<file path="src/sv/mpq_pkg.sv">
// Package for the max priority queue: payload structs, operation and status codes,
// and the command and flag structs that join the controller and the datapath.
// No dependencies.
package mpq_pkg;

  localparam int VALUE_W = 32;
  localparam int PRIO_W  = 32;
  localparam int COUNT_W = 7;

  localparam logic OP_INSERT = 1'b0;
  localparam logic OP_REMOVE = 1'b1;

  localparam logic [1:0] ST_INSERTED = 2'd0;
  localparam logic [1:0] ST_REMOVED  = 2'd1;
  localparam logic [1:0] ST_EMPTY    = 2'd2;
  localparam logic [1:0] ST_FULL     = 2'd3;

  typedef struct packed {
    logic                      operation;
    logic signed [VALUE_W-1:0] item_value;
    logic signed [PRIO_W-1:0]  item_priority;
  } req_t;

  typedef struct packed {
    logic [1:0]                status;
    logic signed [VALUE_W-1:0] removed_value;
    logic signed [PRIO_W-1:0]  removed_priority;
    logic [COUNT_W-1:0]        entry_count;
  } rsp_t;

  // Commands from the controller to the datapath.
  typedef struct packed {
    logic       capture;
    logic       insert;
    logic       walk_start;
    logic       walk_from_best;
    logic       scan;
    logic       shift;
    logic       pop;
    logic       report;
    logic [1:0] code;
  } dp_cmd_t;

  // Status from the datapath to the controller.
  typedef struct packed {
    logic op;
    logic empty;
    logic full;
    logic walk_done;
    logic rsp_free;
  } dp_flags_t;

endpackage

</file>
<file path="src/sv/mpq_datapath.sv">
// Datapath of the max priority queue: entry memory, occupancy, scan pointer,
// running maximum and the response register. Depends on mpq_pkg.
module mpq_datapath #(
  parameter int DEPTH = 64
) (
  input  logic              clk,
  input  logic              rst,
  input  mpq_pkg::req_t     req,
  input  mpq_pkg::dp_cmd_t  cmd,
  output mpq_pkg::dp_flags_t flags,
  input  logic              rsp_stall,
  output logic              rsp_valid,
  output mpq_pkg::rsp_t     rsp
);
  import mpq_pkg::*;

  localparam int ADDR_W = $clog2(DEPTH);
  localparam int CNT_W  = $clog2(DEPTH + 1);
  localparam int MEM_W  = PRIO_W + VALUE_W;

  // Each entry holds the priority in the upper half and the value in the lower half.
  logic [MEM_W-1:0] mem [DEPTH];

  req_t                      item;
  logic [CNT_W-1:0]          count;
  logic [CNT_W-1:0]          count_next;
  logic [CNT_W-1:0]          ptr;
  logic                      rd_valid;
  logic [ADDR_W-1:0]         rd_idx;
  logic [MEM_W-1:0]          rdata;
  logic [ADDR_W-1:0]         best_idx;
  logic signed [PRIO_W-1:0]  best_prio;
  logic signed [VALUE_W-1:0] best_value;

  logic                      rd_issue;
  logic signed [PRIO_W-1:0]  rd_prio;
  logic                      take;
  logic                      we;
  logic [ADDR_W-1:0]         waddr;
  logic [MEM_W-1:0]          wdata;

  assign rd_issue = (cmd.scan || cmd.shift) && (ptr < count);
  assign rd_prio  = rdata[MEM_W-1:VALUE_W];
  // The first entry always seeds the maximum; later ones replace it only when strictly
  // greater, so the earliest of equal priorities is kept.
  assign take     = cmd.scan && rd_valid && ((rd_idx == '0) || (rd_prio > best_prio));

  assign we    = cmd.insert || (cmd.shift && rd_valid);
  assign waddr = cmd.insert ? count[ADDR_W-1:0] : (rd_idx - ADDR_W'(1));
  assign wdata = cmd.insert ? {item.item_priority, item.item_value} : rdata;

  always_comb begin
    count_next = count;
    if (cmd.insert) begin
      count_next = count + CNT_W'(1);
    end else if (cmd.pop) begin
      count_next = count - CNT_W'(1);
    end
  end

  always_comb begin
    flags.op        = item.operation;
    flags.empty     = (count == '0);
    flags.full      = (count == CNT_W'(DEPTH));
    flags.walk_done = (ptr == count) && !rd_valid;
    flags.rsp_free  = !rsp_valid || !rsp_stall;
  end

  always_ff @(posedge clk) begin
    if (we) begin
      mem[waddr] <= wdata;
    end
    if (rd_issue) begin
      rdata <= mem[ptr[ADDR_W-1:0]];
    end
  end

  always_ff @(posedge clk) begin
    if (cmd.capture) begin
      item <= req;
    end
    if (rd_issue) begin
      rd_idx <= ptr[ADDR_W-1:0];
    end
    if (take) begin
      best_idx   <= rd_idx;
      best_prio  <= rd_prio;
      best_value <= rdata[VALUE_W-1:0];
    end
    if (cmd.walk_start) begin
      ptr <= cmd.walk_from_best ? (CNT_W'(best_idx) + CNT_W'(1)) : '0;
    end else if (rd_issue) begin
      ptr <= ptr + CNT_W'(1);
    end
    if (cmd.report) begin
      rsp.status           <= cmd.code;
      rsp.removed_value    <= (cmd.code == ST_REMOVED) ? best_value : '0;
      rsp.removed_priority <= (cmd.code == ST_REMOVED) ? best_prio : '0;
      rsp.entry_count      <= COUNT_W'(count_next);
    end
  end

  always_ff @(posedge clk) begin
    if (rst) begin
      count     <= '0;
      rd_valid  <= 1'b0;
      rsp_valid <= 1'b0;
    end else begin
      count <= count_next;
      if (cmd.walk_start) begin
        rd_valid <= 1'b0;
      end else begin
        rd_valid <= rd_issue;
      end
      if (cmd.report) begin
        rsp_valid <= 1'b1;
      end else if (!rsp_stall) begin
        rsp_valid <= 1'b0;
      end
    end
  end

endmodule

</file>
<file path="src/sv/mpq_ctrl.sv">
// Controller of the max priority queue: sequences accept, insert, scan, compaction
// and report. Depends on mpq_pkg.
module mpq_ctrl (
  input  logic               clk,
  input  logic               rst,
  input  logic               req_valid,
  output logic               req_stall,
  input  mpq_pkg::dp_flags_t flags,
  output mpq_pkg::dp_cmd_t   cmd
);
  import mpq_pkg::*;

  typedef enum logic [2:0] {
    S_IDLE,
    S_EXEC,
    S_SCAN,
    S_SHIFT,
    S_REPORT
  } state_t;

  state_t state;
  state_t state_next;

  assign req_stall = rst || (state != S_IDLE);

  always_comb begin
    cmd        = '0;
    state_next = state;
    case (state)
      S_IDLE: begin
        if (req_valid) begin
          cmd.capture = 1'b1;
          state_next  = S_EXEC;
        end
      end
      S_EXEC: begin
        if (flags.op == OP_REMOVE) begin
          if (!flags.empty) begin
            cmd.walk_start = 1'b1;
            state_next     = S_SCAN;
          end else if (flags.rsp_free) begin
            cmd.report = 1'b1;
            cmd.code   = ST_EMPTY;
            state_next = S_IDLE;
          end
        end else if (flags.rsp_free) begin
          cmd.report = 1'b1;
          if (flags.full) begin
            cmd.code = ST_FULL;
          end else begin
            cmd.insert = 1'b1;
            cmd.code   = ST_INSERTED;
          end
          state_next = S_IDLE;
        end
      end
      S_SCAN: begin
        if (flags.walk_done) begin
          cmd.walk_start     = 1'b1;
          cmd.walk_from_best = 1'b1;
          state_next         = S_SHIFT;
        end else begin
          cmd.scan = 1'b1;
        end
      end
      S_SHIFT: begin
        if (flags.walk_done) begin
          state_next = S_REPORT;
        end else begin
          cmd.shift = 1'b1;
        end
      end
      S_REPORT: begin
        if (flags.rsp_free) begin
          cmd.pop    = 1'b1;
          cmd.report = 1'b1;
          cmd.code   = ST_REMOVED;
          state_next = S_IDLE;
        end
      end
      default: begin
        state_next = S_IDLE;
      end
    endcase
  end

  always_ff @(posedge clk) begin
    if (rst) begin
      state <= S_IDLE;
    end else begin
      state <= state_next;
    end
  end

endmodule

</file>
<file path="src/sv/max_priority_queue_top.sv">
// Max priority queue: a bounded store of value and priority pairs, served by
// largest signed priority, oldest first among equal priorities.
//
// Channels: the req channel carries one operation (insert or remove) per transfer;
// the rsp channel returns exactly one result per request, carrying the status, the
// removed pair (zero unless something was removed) and the count after the operation.
// Both use valid and stall; a transfer happens on a clock edge with valid high, stall low.
//
// One request is handled at a time. An insert, or a request that reports empty or full,
// is handled in the exec state, which writes the result register and returns to idle
// together, so the result shows and the input is freed at once. A remove walks the store
// through the single read port of the entry memory: the scan state reads each stored
// entry to find the maximum, the shift state moves each entry behind the winner down to
// close the gap, and the report state writes the result and the count.
//
// The result sits in an output register, so a new request is taken while an old result
// is still stalled; the new result waits until that register is free. Reset empties the
// queue and drops any pending result, with req_stall held high throughout; entries above
// the count are never read, so the memory needs no clearing pass.
module max_priority_queue_top #(
  parameter int DEPTH = 64
) (
  input  logic          clk,
  input  logic          rst,
  input  logic          req_valid,
  output logic          req_stall,
  input  mpq_pkg::req_t req,
  output logic          rsp_valid,
  input  logic          rsp_stall,
  output mpq_pkg::rsp_t rsp
);
  import mpq_pkg::*;

  // Command and status between the controller and the datapath.
  dp_cmd_t   cmd;
  dp_flags_t flags;

  // The controller owns the request handshake and the sequence of each operation.
  mpq_ctrl u_ctrl (
    .clk       (clk),
    .rst       (rst),
    .req_valid (req_valid),
    .req_stall (req_stall),
    .flags     (flags),
    .cmd       (cmd)
  );

  // The datapath holds the entries, the occupancy and the result register.
  mpq_datapath #(
    .DEPTH (DEPTH)
  ) u_datapath (
    .clk       (clk),
    .rst       (rst),
    .req       (req),
    .cmd       (cmd),
    .flags     (flags),
    .rsp_stall (rsp_stall),
    .rsp_valid (rsp_valid),
    .rsp       (rsp)
  );

endmodule

</file>
<file path="config.mk">
export PLATFORM = sky130hd
export DESIGN_NAME = max_priority_queue_top
export DESIGN_NICKNAME = d
export VERILOG_FILES = /design/src/sv/mpq_pkg.sv /design/src/sv/mpq_datapath.sv /design/src/sv/mpq_ctrl.sv /design/src/sv/max_priority_queue_top.sv
export SDC_FILE = /design/constraint.sdc
export NUM_CORES = 2
export LEC_CHECK = 0
export ABC_CLOCK_PERIOD_IN_PS = 12000
export CORE_MARGIN = 4
export CORE_UTILIZATION = 40
export DETAILED_ROUTE_END_ITERATION = 16
export DONT_BUFFER_PORTS = 1
export PLACE_DENSITY = 0.57
export RECOVER_POWER = 25
export SETUP_SLACK_MARGIN = 0.15
export SYNTH_ARGS = -nofsm -noshare
export SYNTH_HDL_FRONTEND = slang
export SYNTH_SLANG_ARGS = --single-unit
</file>
<file path="constraint.sdc">
create_clock -name clk -period 12 [get_ports clk]
set_clock_uncertainty 0.1 [all_clocks]
set_input_delay 1.2 -clock clk [delete_from_list [all_inputs] [get_ports clk]]
set_output_delay 1.2 -clock clk [all_outputs]
set_load 0.005 [all_outputs]
</file>
==> impl_metrics.tcl <==
set metrics [dict create \
    synthSimpleGateAreaFrac 0.0174 \
    cap_violations 40 \
    clock_latency_ns 0.97 \
    path_clk_slew_ns 0.07 \
    final_common_cell "edfxtp_1" \
    fin_crit_sh 0.664 \
    dp_slack_ns 5.44 \
    crit_path_end_kind "flip-flop" \
    synth_xor_area_frac 0.00109 \
    viasPerCell 5.93 \
    cts_hold_buffers 0 \
    clockRootBuffer "clkbuf_16" \
    multi_input_area_sq_um 35000 \
    dp_hpwl_microns 272000 \
    grt-ovfl-total 0 \
    synth.avg_cell_area_sq_um 21.3 \
    busiest_layer "met2" \
    hold_viol 0 \
    fin_crit_ns 7.97 \
    grt_first_pass_wirelength_microns 659000 \
    drc 0 \
    fillers 35000 \
    nNetsFinal 8258 \
    grt_max_degree 119 \
    utilization 0.452 \
    syn_nets 8026 \
    ys_seq_area_frac 0.783 \
    synth_seq_cells 4393 \
    cts_tree "done" \
    antenna_found_initial 36 \
    die_area_sq_um 431000 \
    critPathKind "flip-flop to flip-flop" \
    maxSlewHeadroom -1.76 \
    hold_ws_ns 0.210 \
    synthMuxAreaShare 0.146 \
    ff_latch_area_sq_um 132000 \
    die_height_microns 657 \
    drive_gt1_frac 0.206 \
    setup_viol 0 \
    cts_resized 0 \
    synth_top_family_by_area "multiplexers" \
    gp_congestion 0.850 \
    clockBufferDepth 4 \
    routedWlPerCell_microns 33.8 \
    ys_async_sr_fraction 0 \
    crit_path_max_fanout 38 \
    most-common-layout-cells "edfxtp_1 (4381), mux4_2 (832), mux2i_1 (577)" \
    port_buffers 0 \
    syn-instance-count 7912 \
    die_w_microns 657 \
    drv_slew 2120 \
    grt_util_met1 0.300 \
    synth_edf_count 4381 \
    worstPathRequired_ns 12.50 \
    grt_pass1_vias 83300 \
    worstMarginPinSlew_ns 4.13 \
    synth_compound_area_frac 0.0368 \
    rsz0062_at_grt "false" \
    htree_levels 5 \
    synth_cell_type_count 61 \
    grt_util_all_layers 0.215 \
    irDropWorstVdd_mv 0.129 \
    status "finished with violations" \
    syn_area_sq_um 168000 \
    power_frac_clock 0.394 \
    fmax_ghz 0.126 \
    start_util 0.401 \
    p_comb_frac 0.080 \
    core_area_sq_um 420000 \
    syn_to_final_growth_pct 12.6 \
    ios 144 \
    firstDrtPassIters 6 \
    grt.met2_usage 0.348 \
    wl_microns 475000 \
    synth_flop_cell "edfxtp_1" \
    synth_warnings 0 \
    critPathArrivalTime_ns 8.46 \
    cts_buffers 438 \
    synth_adder_area_share 0.00334 \
    p_sw_frac 0.236 \
    post_cts_buffers 0 \
    drtIter0Drc 10700 \
    power_switching_mw 7.97 \
    cts_sinks 4393 \
    tns_ns 0 \
    start_kind "flip-flop" \
    powerDensity_nw_per_um2 178 \
    pwr-share-seq 0.527 \
    vias 83400 \
    power_mw 33.8 \
    p_leak_nw 59.6 \
    met3_usage 0.0325 \
    rows 238 \
    violations "capacitance limit, slew limit" \
    setup_ws_ns 4.03 \
    intPower_mw 25.8 \
    final_antenna_net_count 0 \
    hold_class "primary input to flip-flop" \
]
[synth_stat cells, drive strengths merged (13+ instances only)]
library cell | n | area (sq um)
mux4 | 832 | 18700
nand3 | 13 | 65.1
nand2 | 275 | 1030
o21ai | 75 | 387
buf | 210 | 1110
edfxtp | 4381 | 132000
o22ai | 135 | 845
a21oi | 227 | 1150
a211oi | 65 | 488
nor2b | 77 | 482
nor4 | 26 | 169
a22oi | 117 | 878
nor2 | 153 | 574
ha | 45 | 563
nor3 | 15 | 80.1
inv | 48 | 180
clkbuf | 247 | 927
mux2i | 577 | 5780
xnor2 | 13 | 114
and2 | 35 | 219
o32ai | 64 | 561
o221ai | 192 | 1680
[critical path, cell delays in order (launching register included)]
cell and delay, ns:
edfxtp_1 0.32, clkbuf_1 1.86, clkbuf_1 0.88, ha_1 0.39, nand4b_1 0.13, o21ai_0 0.19
a2111oi_0 0.48, o21a_1 2.12, buf_4 0.93
[per-layer routing]
| layer | vias to the layer above | wire length [microns] |
|---|---|---|
| met5 | - | 16 |
| met4 | 2 | 18100 |
| met3 | 686 | 35400 |
| met2 | 3723 | 228000 |
| met1 | 45200 | 194000 |
| li1 | 33700 | - |
[registers in the layout, indices dropped and copies added (netlist names), 7 cells and up]
name                   cells
u_datapath.mem          4096
u_datapath.rsp            73
u_datapath.item           64
u_datapath.rdata          64
u_datapath.best_prio      32
u_datapath.best_value     32
u_datapath.count           7
u_datapath.ptr             7
[power groups by stage]
stage               sequential, mW  combinational, mW  clock, mW
floorplan                     18.0               1.46          0
global placement              18.0               2.65          0
detailed placement            18.0               2.72          0
CTS                           17.7               2.72       13.5
global route                  17.8               2.82       14.2
finish                        17.8               2.69       13.3
[per-stage QoR]
stage          cells  cell area (sq um)
3_5_place_dp   13200             176000
3_3_place_gp   13200             176000
4_1_cts        14000             190000
5_1_grt        14000             190000
2_1_floorplan   7912             168000
6_report       14000             190000
[cell families after synthesis]
group	count (synthesis)
flops	4393
buf+inv	505
xor+xnor	21
simple gates	637
mux	1409
compound gates	902
fa+ha+maj	45
[path summary, 6_finish.rpt]
path / startpoint / end / slack [ns] / cells after the start
worst max-delay path: u_datapath.ptr[1]$_DFFE_PP_ / u_datapath.rdata[49]$_DFFE_PP_ / 4.03 / 8
worst min-delay path: rst / u_datapath.count[3]$_SDFF_PP0_ / 0.21 / 1
worst max register to register: u_datapath.ptr[1]$_DFFE_PP_ / u_datapath.rdata[49]$_DFFE_PP_ / 4.03 / 8
worst min register to register: u_datapath.rdata[6]$_DFFE_PP_ / u_datapath.best_value[6]$_DFFE_PP_ / 0.39 / 0
[final cells by class]
cell class,instances,area share
sequential,4393,0.695
multi-input combinational,3014,0.185
clock buffer,545,0.0604
tap,5520,0.0364
clock inverter,260,0.0124
timing repair buffer,249,0.00997
inverter,48,0.000970
antenna,17,0.000224
(Power assumes the default switching activity.)
